==> src/design/frwa_pkg.sv <==
// frwa_pkg: shared constants and types of the fair reader/writer arbiter.
// No dependencies; used by frwa_ram and fifo_fair_reader_writer_arbiter.
package frwa_pkg;

	localparam int TAG_W = 8;
	localparam int RC_W  = 8;
	localparam int ENTRY_W = TAG_W + 1;

	localparam int QUEUE_DEPTH_DEF = 16;
	localparam int MAX_READERS_DEF = 255;

	localparam logic [1:0] OP_REQ_READ  = 2'd0;
	localparam logic [1:0] OP_REQ_WRITE = 2'd1;
	localparam logic [1:0] OP_END_READ  = 2'd2;
	localparam logic [1:0] OP_END_WRITE = 2'd3;

	localparam logic [1:0] ST_OK        = 2'd0;
	localparam logic [1:0] ST_FULL      = 2'd1;
	localparam logic [1:0] ST_NO_HOLDER = 2'd2;

	localparam logic KIND_STATUS = 1'b0;
	localparam logic KIND_GRANT  = 1'b1;

	// one queued request: write flag above the tag
	typedef struct packed {
		logic             wr;
		logic [TAG_W-1:0] tag;
	} entry_t;

endpackage

==> src/design/fifo_fair_reader_writer_arbiter.sv <==
// fifo_fair_reader_writer_arbiter: top level, admission sequencer around the wait queue.
// Depends on frwa_pkg and frwa_ram.
//
// channel   dir  handshake                 payload
// command   in   start && !busy            operation[1:0], requester[7:0]
// result    out  strobe (one cycle, no     item_kind, granted_requester, granted_write,
//                back pressure)            status, readers_active, last
//
// Sequence: a command passes through accept, the queue head read, one grant per cycle
//   for each waiter that it releases, then the status beat.
//   After a reader grant the next head is read from the wait queue RAM at once.
// busy is high from the cycle after accept until the status beat is on the ports;
//   the next command may be accepted while that beat is shown.
// Reset (arst_n low) clears counters, flags and sequencer; queue contents are not cleared.
// The receiver cannot stall: every beat is taken in the cycle strobe is high.
module fifo_fair_reader_writer_arbiter #(
	parameter int QUEUE_DEPTH = frwa_pkg::QUEUE_DEPTH_DEF,
	parameter int MAX_READERS = frwa_pkg::MAX_READERS_DEF
) (
	input  logic                      clk,
	input  logic                      arst_n,
	input  logic                      start,
	output logic                      busy,
	input  logic [1:0]                operation,
	input  logic [frwa_pkg::TAG_W-1:0] requester,
	output logic                      strobe,
	output logic                      item_kind,
	output logic [frwa_pkg::TAG_W-1:0] granted_requester,
	output logic                      granted_write,
	output logic [1:0]                status,
	output logic [frwa_pkg::RC_W-1:0]  readers_active,
	output logic                      last
);

	localparam int AW = $clog2(QUEUE_DEPTH);
	localparam int CW = $clog2(QUEUE_DEPTH + 1);
	localparam logic [CW-1:0] DEPTH_C   = CW'(QUEUE_DEPTH);
	localparam logic [CW:0]   DEPTH_X   = (CW+1)'(QUEUE_DEPTH);
	localparam logic [AW-1:0] LAST_SLOT = AW'(QUEUE_DEPTH - 1);
	localparam logic [frwa_pkg::RC_W-1:0] MAX_RC = frwa_pkg::RC_W'(MAX_READERS);

	// sequencer states
	localparam logic [1:0] S_IDLE   = 2'd0;
	localparam logic [1:0] S_READ   = 2'd1; // head read in flight
	localparam logic [1:0] S_EVAL   = 2'd2; // head entry on rd_data
	localparam logic [1:0] S_STATUS = 2'd3; // writer just admitted, close out

	logic [1:0]                state_q;
	logic [AW-1:0]             head_q;
	logic [CW-1:0]             count_q;
	logic [frwa_pkg::RC_W-1:0] rc_q;
	logic                      wa_q;
	logic [1:0]                op_status_q;

	logic                      strobe_q;
	logic                      kind_q;
	logic [frwa_pkg::TAG_W-1:0] tag_q;
	logic                      gw_q;
	logic [1:0]                status_q;
	logic [frwa_pkg::RC_W-1:0] ra_q;
	logic                      last_q;

	// queue RAM hookup
	logic                 wr_en;
	logic [AW-1:0]        wr_addr;
	frwa_pkg::entry_t     wr_entry;
	logic                 rd_en;
	logic [AW-1:0]        rd_addr;
	logic [frwa_pkg::ENTRY_W-1:0] rd_data;
	frwa_pkg::entry_t     head_entry;

	logic          accept;
	logic          is_req;
	logic          full;
	logic [CW:0]   tail_sum;
	logic [AW-1:0] tail_addr;
	logic [AW-1:0] head_nxt;
	logic          admit;

	assign accept = start && (state_q == S_IDLE);
	assign is_req = (operation == frwa_pkg::OP_REQ_READ) ||
	                (operation == frwa_pkg::OP_REQ_WRITE);
	assign full   = (count_q == DEPTH_C);

	// tail = (head + count) mod depth; sum stays below twice the depth
	assign tail_sum  = (CW+1)'(head_q) + (CW+1)'(count_q);
	assign tail_addr = (tail_sum >= DEPTH_X) ? AW'(tail_sum - DEPTH_X) : AW'(tail_sum);
	assign head_nxt  = (head_q == LAST_SLOT) ? '0 : head_q + 1'b1;

	assign head_entry = frwa_pkg::entry_t'(rd_data);

	// head may enter: writer needs an idle resource, reader needs no writer and room
	always_comb begin
		admit = 1'b0;
		if (state_q == S_EVAL && count_q != '0 && !wa_q) begin
			if (head_entry.wr) begin
				admit = (rc_q == '0);
			end else begin
				admit = (rc_q < MAX_RC);
			end
		end
	end

	assign wr_en        = accept && is_req && !full;
	assign wr_addr      = tail_addr;
	assign wr_entry.wr  = (operation == frwa_pkg::OP_REQ_WRITE);
	assign wr_entry.tag = requester;

	// after a reader grant, fetch the next head right away
	assign rd_en   = (state_q == S_READ) || (admit && !head_entry.wr);
	assign rd_addr = (state_q == S_READ) ? head_q : head_nxt;

	frwa_ram #(
		.DEPTH(QUEUE_DEPTH),
		.WIDTH(frwa_pkg::ENTRY_W)
	) u_ram (
		.clk    (clk),
		.wr_en  (wr_en),
		.wr_addr(wr_addr),
		.wr_data(wr_entry),
		.rd_en  (rd_en),
		.rd_addr(rd_addr),
		.rd_data(rd_data)
	);

	// control state
	always_ff @(posedge clk or negedge arst_n) begin
		if (!arst_n) begin
			state_q  <= S_IDLE;
			head_q   <= '0;
			count_q  <= '0;
			rc_q     <= '0;
			wa_q     <= 1'b0;
			strobe_q <= 1'b0;
		end else begin
			strobe_q <= 1'b0;
			unique case (state_q)
				S_IDLE: begin
					if (start) begin
						state_q <= S_READ;
						unique case (operation)
							frwa_pkg::OP_REQ_READ, frwa_pkg::OP_REQ_WRITE: begin
								if (!full) begin
									count_q <= count_q + 1'b1;
								end
							end
							frwa_pkg::OP_END_READ: begin
								if (rc_q != '0) begin
									rc_q <= rc_q - 1'b1;
								end
							end
							default: begin
								wa_q <= 1'b0;
							end
						endcase
					end
				end
				S_READ: begin
					state_q <= S_EVAL;
				end
				S_EVAL: begin
					strobe_q <= 1'b1;
					if (admit) begin
						head_q  <= head_nxt;
						count_q <= count_q - 1'b1;
						if (head_entry.wr) begin
							wa_q    <= 1'b1;
							state_q <= S_STATUS;
						end else begin
							rc_q <= rc_q + 1'b1;
						end
					end else begin
						state_q <= S_IDLE;
					end
				end
				default: begin
					strobe_q <= 1'b1;
					state_q  <= S_IDLE;
				end
			endcase
		end
	end

	// payload: command status and result beat
	always_ff @(posedge clk) begin
		if (accept) begin
			op_status_q <= frwa_pkg::ST_OK;
			unique case (operation)
				frwa_pkg::OP_REQ_READ, frwa_pkg::OP_REQ_WRITE: begin
					if (full) begin
						op_status_q <= frwa_pkg::ST_FULL;
					end
				end
				frwa_pkg::OP_END_READ: begin
					if (rc_q == '0) begin
						op_status_q <= frwa_pkg::ST_NO_HOLDER;
					end
				end
				default: begin
					if (!wa_q) begin
						op_status_q <= frwa_pkg::ST_NO_HOLDER;
					end
				end
			endcase
		end
		if (admit) begin
			kind_q   <= frwa_pkg::KIND_GRANT;
			tag_q    <= head_entry.tag;
			gw_q     <= head_entry.wr;
			status_q <= frwa_pkg::ST_OK;
			ra_q     <= head_entry.wr ? rc_q : rc_q + 1'b1;
			last_q   <= 1'b0;
		end else if (state_q == S_EVAL || state_q == S_STATUS) begin
			kind_q   <= frwa_pkg::KIND_STATUS;
			tag_q    <= '0;
			gw_q     <= 1'b0;
			status_q <= op_status_q;
			ra_q     <= rc_q;
			last_q   <= 1'b1;
		end
	end

	assign busy              = (state_q != S_IDLE);
	assign strobe            = strobe_q;
	assign item_kind         = kind_q;
	assign granted_requester = tag_q;
	assign granted_write     = gw_q;
	assign status            = status_q;
	assign readers_active    = ra_q;
	assign last              = last_q;

	// a writer holding the resource excludes all readers
	a_excl: assert property (@(posedge clk) disable iff (!arst_n)
		wa_q |-> (rc_q == '0))
		else $error("writer active with readers admitted");

	// the sequencer returns to idle only with the closing status beat
	a_close: assert property (@(posedge clk) disable iff (!arst_n)
		$fell(busy) |-> (strobe && last && item_kind == frwa_pkg::KIND_STATUS))
		else $error("command closed without status beat");

	// a writer grant ends the run: the status beat follows at once
	a_wr_stop: assert property (@(posedge clk) disable iff (!arst_n)
		(strobe && item_kind == frwa_pkg::KIND_GRANT && granted_write) |=> (strobe && last))
		else $error("grant after writer admission");

	// a request made while the queue is full leaves occupancy at its depth
	a_count: assert property (@(posedge clk) disable iff (!arst_n)
		(accept && is_req && full) |=> (count_q == DEPTH_C))
		else $error("dropped request changed occupancy");

endmodule

==> src/design/frwa_ram.sv <==
// frwa_ram: wait queue storage, one write port, one read port, registered read.
// Depends on frwa_pkg for the default entry width.
module frwa_ram #(
	parameter int DEPTH = frwa_pkg::QUEUE_DEPTH_DEF,
	parameter int WIDTH = frwa_pkg::ENTRY_W
) (
	input  logic                     clk,
	input  logic                     wr_en,
	input  logic [$clog2(DEPTH)-1:0] wr_addr,
	input  logic [WIDTH-1:0]         wr_data,
	input  logic                     rd_en,
	input  logic [$clog2(DEPTH)-1:0] rd_addr,
	output logic [WIDTH-1:0]         rd_data
);

	logic [WIDTH-1:0] mem [DEPTH];

	always_ff @(posedge clk) begin
		if (wr_en) begin
			mem[wr_addr] <= wr_data;
		end
	end

	always_ff @(posedge clk) begin
		if (rd_en) begin
			rd_data <= mem[rd_addr];
		end
	end

endmodule
==> config.mk <==
export PLATFORM = sky130hd
export DESIGN_NAME = fifo_fair_reader_writer_arbiter
export DESIGN_NICKNAME = d
export VERILOG_FILES = /design/src/design/frwa_pkg.sv /design/src/design/fifo_fair_reader_writer_arbiter.sv /design/src/design/frwa_ram.sv
export SDC_FILE = /design/constraint.sdc
export NUM_CORES = 1
export LEC_CHECK = 0
export ABC_CLOCK_PERIOD_IN_PS = 4750
export BUFFER_PORTS_ARGS = -buffer_cell sky130_fd_sc_hd__buf_2
export CORE_MARGIN = 3
export CORE_UTILIZATION = 40
export CTS_CLUSTER_SIZE = 24
export DETAILED_ROUTE_END_ITERATION = 8
export SETUP_SLACK_MARGIN = 0.5
export SKIP_CTS_REPAIR_TIMING = 1
export SLEW_MARGIN = 30
export SYNTH_ARGS = -nofsm -noshare
export SYNTH_HDL_FRONTEND = slang
export SYNTH_HIERARCHICAL = 1
export SYNTH_SLANG_ARGS = --single-unit
==> constraint.sdc <==
create_clock -name clk -period 4.75 [get_ports clk]
set_input_delay 0.2375 -clock clk [delete_from_list [all_inputs] [get_ports clk]]
set_output_delay 0.2375 -clock clk [all_outputs]
set_load 0.01 [all_outputs]
==> results.cfg, run 1 <==
[cts]
cts_root_buf = clkbuf_16
cts_buffers = 17
cts.path.max_buffers = 2
cts_tree = yes
cts.sinks = 197
htreeDepth = 4
worstSkewPairLatency_ps = 440
clk_pin_slew_ps = 70

[setup_path]
cp_slowest_stage_delay_ps = 770
worstSetupStartpointType = register
setup.worst_path.end_class = register
path_delay_family = simple AND/OR/NAND/NOR gates
crit_buf_inv = 1
reg2reg_slack_ps = 1520
critPathArrivalTime_ps = 3280
crit_fanout = 26
crit_type = register to register
rr_endpoint = u_ram/mem[3][4]
reg2reg_from = state_q[1]
reg2reg_depth = 5
crit_required_ps = 4800
path_cells = or2_2, a2111oi_2, buf_4, or3b_2, nor2_1
cp_slowest_cell = nor2_1

[yosys]
synth_seq_area_share_pct = 70.0
synthAdderAreaFrac_pct = 2.00
synthCells = 473
syn_area_sq_mm = 0.00825
synth_top_flop_cell = edfxtp_1
synth_top_family_by_area = multiplexers
ys_ff_latch = 197
synth_area_leaders = edfxtp_1 63%, dfrtp_1 6.4%, mux4_2 5.7%, mux4_1 4.8%, a22oi_1 1.6%
synth_area_leader_cell = edfxtp_1
synth_top_area_share_pct = 62.6
syn_nets = 498
yosysWarnings = 6
async_flop_share_pct = 10.7
synth.distinct_cells = 55
synth-xor-area-share_pct = 2.55
synth_compound_area_share_pct = 4.23
synth_edf_count = 172
synth.avg_cell_area_sq_um = 17.4
synth_common_cells = 172 x edfxtp_1, 29 x nor2_1, 27 x nand2_1
synth.most_common_cell = edfxtp_1
yosys.area_share.simple_pct = 6.90
muxShareOfSynthArea_pct = 11.8

[die]
die-area_sq_mm = 0.0224
num_rows = 51
die_y_um = 150
start_util_pct = 41.6
fp.dieW_um = 150
core_sq_mm = 0.0198
io_pins = 36

[status]
outcome = complete, no violations

[global_route]
antenna_found_initial = 0
first_global_vias = 4246
grt_pass1_wl_mm = 25.2
grt_max_degree = 37
grt_usage_pct = 15.5
gr-total-overflow = 0

[min_path]
worstHoldStart = operation[0]
hold_depth = 3
hold_class = input port to register
worstHoldEndpoint = wa_q

[drt]
top_layer_used = met4
drt-total-wl_mm = 16.3
drt.antenna.violating_nets = 0
route.met3.wl_um = 955
viasPerCell = 5.26
vias = 4181
wl_met2_mm = 8.16
wl_per_cell_um = 20.5
firstDrtPassIters = 4
drt_iter0_drc = 263
m1WireLength_mm = 6.96
drc = 0

[timing]
timing.final.crit_period_ps = 3230
fmax_mhz = 310
setup_violations = 0
worst_pin_slew_ps = 988
slew_violations = 0
slew_headroom_pct = 33.9
period_share_pct = 67.9
tns_ps = 0
finClkSkew_ps = 13.5
finalHoldViolations = 0
rsz0062_at_grt = false

[finish]
design_area_sq_mm = 0.00928
num_antenna_cells = 0
drive_gt1_share_pct = 22.8
post-route-util_pct = 46.8
syn_to_final_growth_pct = 12.5
stdcell_count = 795
final_nets = 543

[pwr]
fin_total_pwr_w = 0.00584
p_leak_nw = 3.25
power_density_mw_per_mm2 = 629
vdd_ir_drop_max_uv = 392

[placed_design]
gp_congestion = 0.809
dpl_cell_area_sq_mm = 0.00870
port_buffers = 35
place_hpwl_mm = 10.3
placed_cells = 763

[job]
maxCapViolCount = 0
## cells by family after synthesis
family,Yosys count
mux,45
xor+xnor,24
simple gates,110
compound gates,50
flops,197
buf+inv,35
fa+ha+maj,12
## metrics by stage
| stage | setup slack, ps | hold slack, ps |
|---|---|---|
| after floorplan | 1820 | -58.1 |
| after global placement | 1170 | 250 |
| after detailed placement | 1130 | 254 |
| after CTS | 1120 | -220 |
| after global routing | 1280 | 145 |
| final | 1520 | 146 |
## how the worst max path moves through the flow
stage	start	cells after the start	to
final	state_q[1]	5	u_ram/mem[3][4]
after global routing	state_q[1]	6	u_ram/rd_data[0]
after CTS	state_q[1]	6	u_ram/rd_data[0]
after detailed placement	state_q[1]	6	u_ram/rd_data[0]
after global placement	state_q[1]	6	u_ram/rd_data[0]
after floorplan	state_q[1]	5	u_ram/mem[0][0]
## layout by cell type, fill, tap and decap left out, types with 3 or more instances in the layout
cell type	n
clkbuf_16	17
and2_1	10
edfxtp_1	172
mux4_2	21
nand2_1	27
inv_1	11
mux2i_1	5
inv_6	4
buf_4	14
mux4_1	15
nor2_2	4
o21ai_0	6
inv_8	4
a21o_1	3
a22oi_1	18
a21oi_1	13
nor2_1	25
ha_1	10
nand4_1	4
xnor2_1	15
xor2_1	9
dfxtp_1	4
nand2b_1	7
nor3_1	7
nand3_1	8
buf_2	35
dfrtp_1	20
## routing by layer
metal / vias up / global-route usage, %
li1: 1931 / -
met1: 2129 / 20.8
met2: 108 / 24.8
met3: 13 / 4.18
met4: 0 / 5.17
met5: - / 0
## where the power goes
part	switching [W]	internal, W
logic	0.00109	0.000896
clock network	0.000677	0.000696
registers	0.000236	0.00225
## worst register-to-register path, cell delays in order (launching register included)
cell       delay [ps]
dfrtp_2           610
or2_2             420
a2111oi_2         350
buf_4             200
or3b_2            500
nor2_1            770
## final cells by class
| class | count | area (sq um) |
|---|---|---|
| Timing Repair Buffer | 50 | 290 |
| Inverter | 11 | 41.3 |
| Fill cell | 1688 | 10600 |
| Tap cell | 265 | 332 |
| Sequential cell | 197 | 5770 |
| Multi-Input combinational cell | 241 | 2280 |
| Clock inverter | 14 | 139 |
| Clock buffer | 17 | 425 |
## registers in the layout (all words and copies together), names as in the netlist
name and flops:
u_ram/mem 144, rc_q 8, granted_requester 8, last 1
head_q 4, readers_active 8, state_q 2, count_q 5
op_status_q 2, item_kind 1, status 2, granted_write 1
wa_q 1, u_ram/rd_data 9, strobe 1
No activity file was read; power rests on OpenSTA's default activity.
==> inputs of run 2 (changes only) <==
--- a/config.mk
+++ b/config.mk
@@ -5,7 +5,7 @@
 export SDC_FILE = /design/constraint.sdc
 export NUM_CORES = 1
 export LEC_CHECK = 0
-export ABC_CLOCK_PERIOD_IN_PS = 4750
+export ABC_CLOCK_PERIOD_IN_PS = 3300
 export BUFFER_PORTS_ARGS = -buffer_cell sky130_fd_sc_hd__buf_2
 export CORE_MARGIN = 3
 export CORE_UTILIZATION = 40
==> constraint.sdc (replaced) <==
create_clock -name clk -period 3.3 [get_ports clk]
set_input_delay 0.165 -clock clk [delete_from_list [all_inputs] [get_ports clk]]
set_output_delay 0.165 -clock clk [all_outputs]
set_load 0.01 [all_outputs]
==> run 2 against run 1 <==
Effect of this change:
- final cell count up 1.9%
- setup slack worse by 870 ps
- non-clock buffer count rose by 14
- largest power group unchanged
- total power grew 51%
- highest routed layer unchanged
- clock-buffer cell count rose by 1
- die area did not move
- largest cell class unchanged
- core utilization is 0.98 points higher
- first-iteration DRC count rose by 40%
- cell area is 2.1% higher
- routed wire length up 1.7%
- hold slack worse by 80 ps
- critical endpoint is now u_ram/rd_data[5]
==> results.cfg, run 2 (synthesis results as in run 1) <==
[status]
outcome = complete, no violations

[setup_path]
worstSetupStartpointType = register
crit_type = register to register
cp_slowest_stage_delay_ps = 580
crit_fanout = 15
critPathArrivalTime_ps = 2820
path_delay_family = multiplexers
crit_buf_inv = 1
cp_slowest_cell = mux4_1
reg2reg_from = head_q[0]
crit_required_ps = 3470
reg2reg_depth = 7
reg2reg_slack_ps = 650
path_depth = 7
setup.worst_path.end_class = register
path_cells = ha_1, a31oi_1, mux2_4, buf_12, mux4_1, a22oi_1, nand2_1
rr_endpoint = u_ram/rd_data[5]

[min_path]
hold_class = input port to register
worstHoldEndpoint = wa_q
worstHoldStart = operation[0]
hold_depth = 3

[timing]
finalWorstSetupSlack_ps = 654
tns_ps = 0
slew_headroom_pct = 52.7
finClkSkew_ps = 7.98
whs_ps = 66.1
worst_pin_slew_ps = 706
period_share_pct = 80.2
fmax_mhz = 378
setup_violations = 0
timing.final.crit_period_ps = 2650
slew_violations = 0
finalHoldViolations = 0
rsz0062_at_grt = false

[placed_design]
port_buffers = 35
post-place-ws_ps = 470
gp_congestion = 0.790
place_hpwl_mm = 11.1
dpl_cell_area_sq_mm = 0.00883

[cts]
htreeDepth = 4
clk_pin_slew_ps = 70
cts.path.max_buffers = 2
cts_root_buf = clkbuf_16
cts.sinks = 197
worstSkewPairLatency_ps = 430
cts_buffers = 17
cts_tree = yes

[global_route]
grt_max_degree = 37
antenna_found_initial = 0
first_global_vias = 4448
gr-total-overflow = 0
grt_usage_pct = 15.8
grt_pass1_wl_mm = 26.1

[pwr]
p_leak_nw = 3.37
pwr-share-comb_pct = 36.0
pwr-share-clk_pct = 24.0
p_seq_share_pct = 40.1
power.internal_w = 0.00587
power_density_mw_per_mm2 = 929
netSwitchingFraction_pct = 33.3
p_switching_w = 0.00293
vdd_ir_drop_max_uv = 425

[finish]
final_nets = 557
top_regs = u_ram/mem x144, u_ram/rd_data x9
mostFrequentLayoutCell = edfxtp_1
syn_to_final_growth_pct = 14.9
num_antenna_cells = 0
post-route-util_pct = 47.7
design_area_sq_mm = 0.00947
largest_register = u_ram/mem
largest_reg_flops = 144
final_cell_mix = 172 x edfxtp_1, 35 x buf_2, 28 x nor2_1
drive_gt1_share_pct = 24.2

[drt]
drt.antenna.violating_nets = 0
wl_per_cell_um = 20.5
viasPerCell = 5.33
drt_iter0_drc = 367
drt-total-wl_mm = 16.6
drc = 0
vias = 4317
firstDrtPassIters = 4

[die]
core_sq_mm = 0.0198
io_pins = 36
num_rows = 51
start_util_pct = 41.6
die_y_um = 150
die-area_sq_mm = 0.0224
fp.dieW_um = 150

[job]
maxCapViolCount = 0
run 2: cell count changes in the layout (fill, tap and decap cells not counted), sizes merged:
cell | previous run | this run
buf | 49 | 63
bufinv | 0 | 3
inv | 19 | 16
clkbuf | 17 | 18
run 2: worst register-to-register path: cells and delay by family, from the launching register on:
kind	cells	cell delay [ps]
compound gates	2	520
flops	1	460
mux	2	850
buf+inv	1	180
simple gates	1	90
fa+ha+maj	1	280
run 2: worst max-delay path by stage:
stage / startpoint / slack, ps / end
after floorplan: state_q[1] / 620 / u_ram/mem[1][0]
final: head_q[0] / 650 / u_ram/rd_data[5]
after global placement: head_q[0] / 550 / u_ram/rd_data[5]
after global routing: head_q[0] / 490 / u_ram/rd_data[5]
after CTS: state_q[1] / 450 / u_ram/mem[0][8]
after detailed placement: state_q[1] / 470 / u_ram/mem[0][1]
run 2: layout make-up:
class	instances	area, sq um
multi-input combinational	241	2290
sequential	197	5770
inverter	11	41.3
fill	1671	10400
timing repair buffer	64	433
tap	265	332
clock inverter	14	174
clock buffer	18	429
run 2: routing by layer:
layer / global-route usage [%] / vias up / routed length (um)
met5: 0 / - / 0
met4: 3.43 / 0 / 97
met3: 3.85 / 8 / 852
met2: 25.5 / 104 / 8330
met1: 22.0 / 2240 / 7300
li1: - / 1965 / -
run 2: power groups by stage:
stage | Sequential (W) | Combinational [W] | Clock, W
6_report | 0.00353 | 0.00317 | 0.00211
5_1_grt | 0.00358 | 0.00347 | 0.00227
4_1_cts | 0.00353 | 0.00315 | 0.00215
3_5_place_dp | 0.00358 | 0.00314 | 0
3_3_place_gp | 0.00357 | 0.00309 | 0
2_1_floorplan | 0.00349 | 0.00234 | 0
run 2: stage by stage:
stage,std cells,total power (W)
after CTS,807,0.00883
final,810,0.00880
after global routing,810,0.00932
after global placement,775,0.00665
after detailed placement,775,0.00672
after floorplan,473,0.00583
==> inputs of run 3 (changes only) <==
--- a/config.mk
+++ b/config.mk
@@ -5,7 +5,8 @@
 export SDC_FILE = /design/constraint.sdc
 export NUM_CORES = 1
 export LEC_CHECK = 0
-export ABC_CLOCK_PERIOD_IN_PS = 3300
+export ABC_AREA = 1
+export ABC_CLOCK_PERIOD_IN_PS = 2600
 export BUFFER_PORTS_ARGS = -buffer_cell sky130_fd_sc_hd__buf_2
 export CORE_MARGIN = 3
 export CORE_UTILIZATION = 40
==> constraint.sdc (replaced) <==
create_clock -name clk -period 2.6 [get_ports clk]
set_input_delay 0.13 -clock clk [delete_from_list [all_inputs] [get_ports clk]]
set_output_delay 0.13 -clock clk [all_outputs]
set_load 0.01 [all_outputs]
==> run 3 against run 2 <==
Effect of this change:
- critical path depth increased by 5
- hold slack worse by 10 ps
- final cell count grew 61%
- synthesized area rose by 12%
- critical endpoint is now u_ram/rd_data[8]
- largest cell class unchanged
==> results.cfg, run 3 <==
[timing]
finClkSkew_ps = 8.92
period_share_pct = 92.6
finalHoldViolations = 0
rsz0062_at_grt = true
worst_pin_slew_ps = 570
slew_violations = 0
whs_ps = 55.6
setup_violations = 0
slew_headroom_pct = 62.0
fmax_mhz = 415
finalWorstSetupSlack_ps = 193
timing.final.crit_period_ps = 2410
tns_ps = 0

[drt]
viasPerCell = 5.14
vias = 6727
firstDrtPassIters = 5
drt.antenna.violating_nets = 0
drc = 0
wl_per_cell_um = 18.5
drt-total-wl_mm = 24.2
drt_iter0_drc = 547

[cts]
cts_tree = yes
clk_pin_slew_ps = 70
cts.sinks = 197
cts.path.max_buffers = 2
worstSkewPairLatency_ps = 440
cts_root_buf = clkbuf_16
cts_buffers = 17
htreeDepth = 4

[yosys]
syn_nets = 951
syn_area_sq_mm = 0.00924
synthCells = 926
synth_top_flop_cell = edfxtp_1
synth.most_common_cell = nand2_1
synth.avg_cell_area_sq_um = 9.98
synth.distinct_cells = 42
synth_area_leaders = edfxtp_1 56%, nand2_1 11%, nand3_1 7.5%, inv_1 6.1%, dfrtp_1 5.7%
ys_ff_latch = 197
synth_area_leader_cell = edfxtp_1
async_flop_share_pct = 10.7
synth_seq_area_share_pct = 62.5
synth_edf_count = 172
synth_common_cells = 270 x nand2_1, 172 x edfxtp_1, 151 x inv_1
yosysWarnings = 6
synth_top_area_share_pct = 55.9

[min_path]
hold_depth = 2
worstHoldEndpoint = op_status_q[0]
hold_class = input port to register
worstHoldStart = operation[1]

[die]
num_rows = 54
fp.dieW_um = 158
die_y_um = 158
core_sq_mm = 0.0222
start_util_pct = 41.6
die-area_sq_mm = 0.0250
io_pins = 36

[global_route]
grt_pass1_wl_mm = 32.2
antenna_found_initial = 1
gr-total-overflow = 0
grt_usage_pct = 17.1
grt_max_degree = 73
first_global_vias = 5879

[setup_path]
startpoint = head_q[0]
critPathArrivalTime_ps = 2590
reg2reg_slack_ps = 190
rr_endpoint = u_ram/rd_data[8]
reg2reg_depth = 12
crit_required_ps = 2780
crit_type = register to register
reg2reg_from = head_q[0]
critPathMostFrequentCell = buf_12
path_cells = buf_6, ha_4, a31o_4, a21oi_4, buf_12, buf_12, buf_12, nand2_1, nand3_1, nand3_2, nand3_2, nand2_2
cp_slowest_cell = dfrtp_1
setup.worst_path.end_class = register
worstSetupStartpointType = register
cp_slowest_stage_delay_ps = 390
crit_fanout = 6

[finish]
largest_register = u_ram/mem
mostFrequentLayoutCell = nand2_1
top_regs = u_ram/mem x144, u_ram/rd_data x9
post-route-util_pct = 51.3
final_nets = 1043
syn_to_final_growth_pct = 23.4
largest_reg_flops = 144
num_antenna_cells = 0
fillers = 1936
drive_gt1_share_pct = 26.0
final_cell_mix = 246 x nand2_1, 172 x edfxtp_1, 148 x inv_1

[status]
outcome = complete, no violations

[placed_design]
post-place-ws_ps = 147
gp_congestion = 0.867
port_buffers = 35
place_hpwl_mm = 13.5

[pwr]
p_leak_nw = 4.94
vdd_ir_drop_max_uv = 909
power_density_mw_per_mm2 = 1310

[job]
maxCapViolCount = 0
[run 3: stage by stage]
step	power, W	cell area [sq um]	instances
after floorplan	0.00848	9240	926
after global placement	0.0100	9760	1239
after detailed placement	0.0100	9760	1239
after CTS	0.0127	10300	1268
after global routing	0.0158	11400	1308
final	0.0150	11400	1308
[run 3: final cells by class]
type | instances | area (sq um) | share of cell area (%)
flip-flops and latches | 197 | 5770 | 50.6
multi-input cells | 541 | 3110 | 27.3
repair buffers | 101 | 932 | 8.18
inverters | 156 | 613 | 5.38
clock buffers | 17 | 425 | 3.73
well taps | 280 | 350 | 3.07
clock inverters | 12 | 155 | 1.36
repair inverters | 4 | 45.0 | 0.395
[run 3: worst max-delay path, delay by kind of cell (launching register included)]
family,cells,cell delay (ps)
buf+inv,4,590
compound gates,2,500
simple gates,5,490
flops,1,390
fa+ha+maj,1,170
[run 3: worst max-delay path by stage]
stage	cells past startpoint	endpoint	slack, ps
5_1_grt	12	u_ram/rd_data[8]	130
2_1_floorplan	6	u_ram/mem[12][0]	390
3_5_place_dp	10	u_ram/rd_data[0]	150
6_report	12	u_ram/rd_data[8]	190
4_1_cts	10	u_ram/rd_data[4]	130
3_3_place_gp	7	u_ram/mem[1][5]	170
[run 3: cell families (layout without fill, tap and decap cells)]
logic type / Yosys count / count (layout) / share of synthesized area, %
compound gates: 47 / 47 / 3.16
xor+xnor: 11 / 11 / 1.04
fa+ha+maj: 12 / 12 / 1.79
buf+inv: 191 / 290 / 9.51
flops: 197 / 197 / 62.5
simple gates: 468 / 471 / 22.1
[run 3: power by group]
| part | switching (W) | internal (W) |
|---|---|---|
| combinational | 0.00516 | 0.00283 |
| sequential | 0.000277 | 0.00407 |
| clock | 0.00115 | 0.00150 |
| total | 0.00658 | 0.00840 |
[run 3: layer usage]
metal	GRT usage (%)	part of all wire, %	wire, um
met5	0	0	0
met4	4.67	1.9	471
met3	3.36	8.3	2020
met2	26.9	47	11400
met1	24.4	42	10200
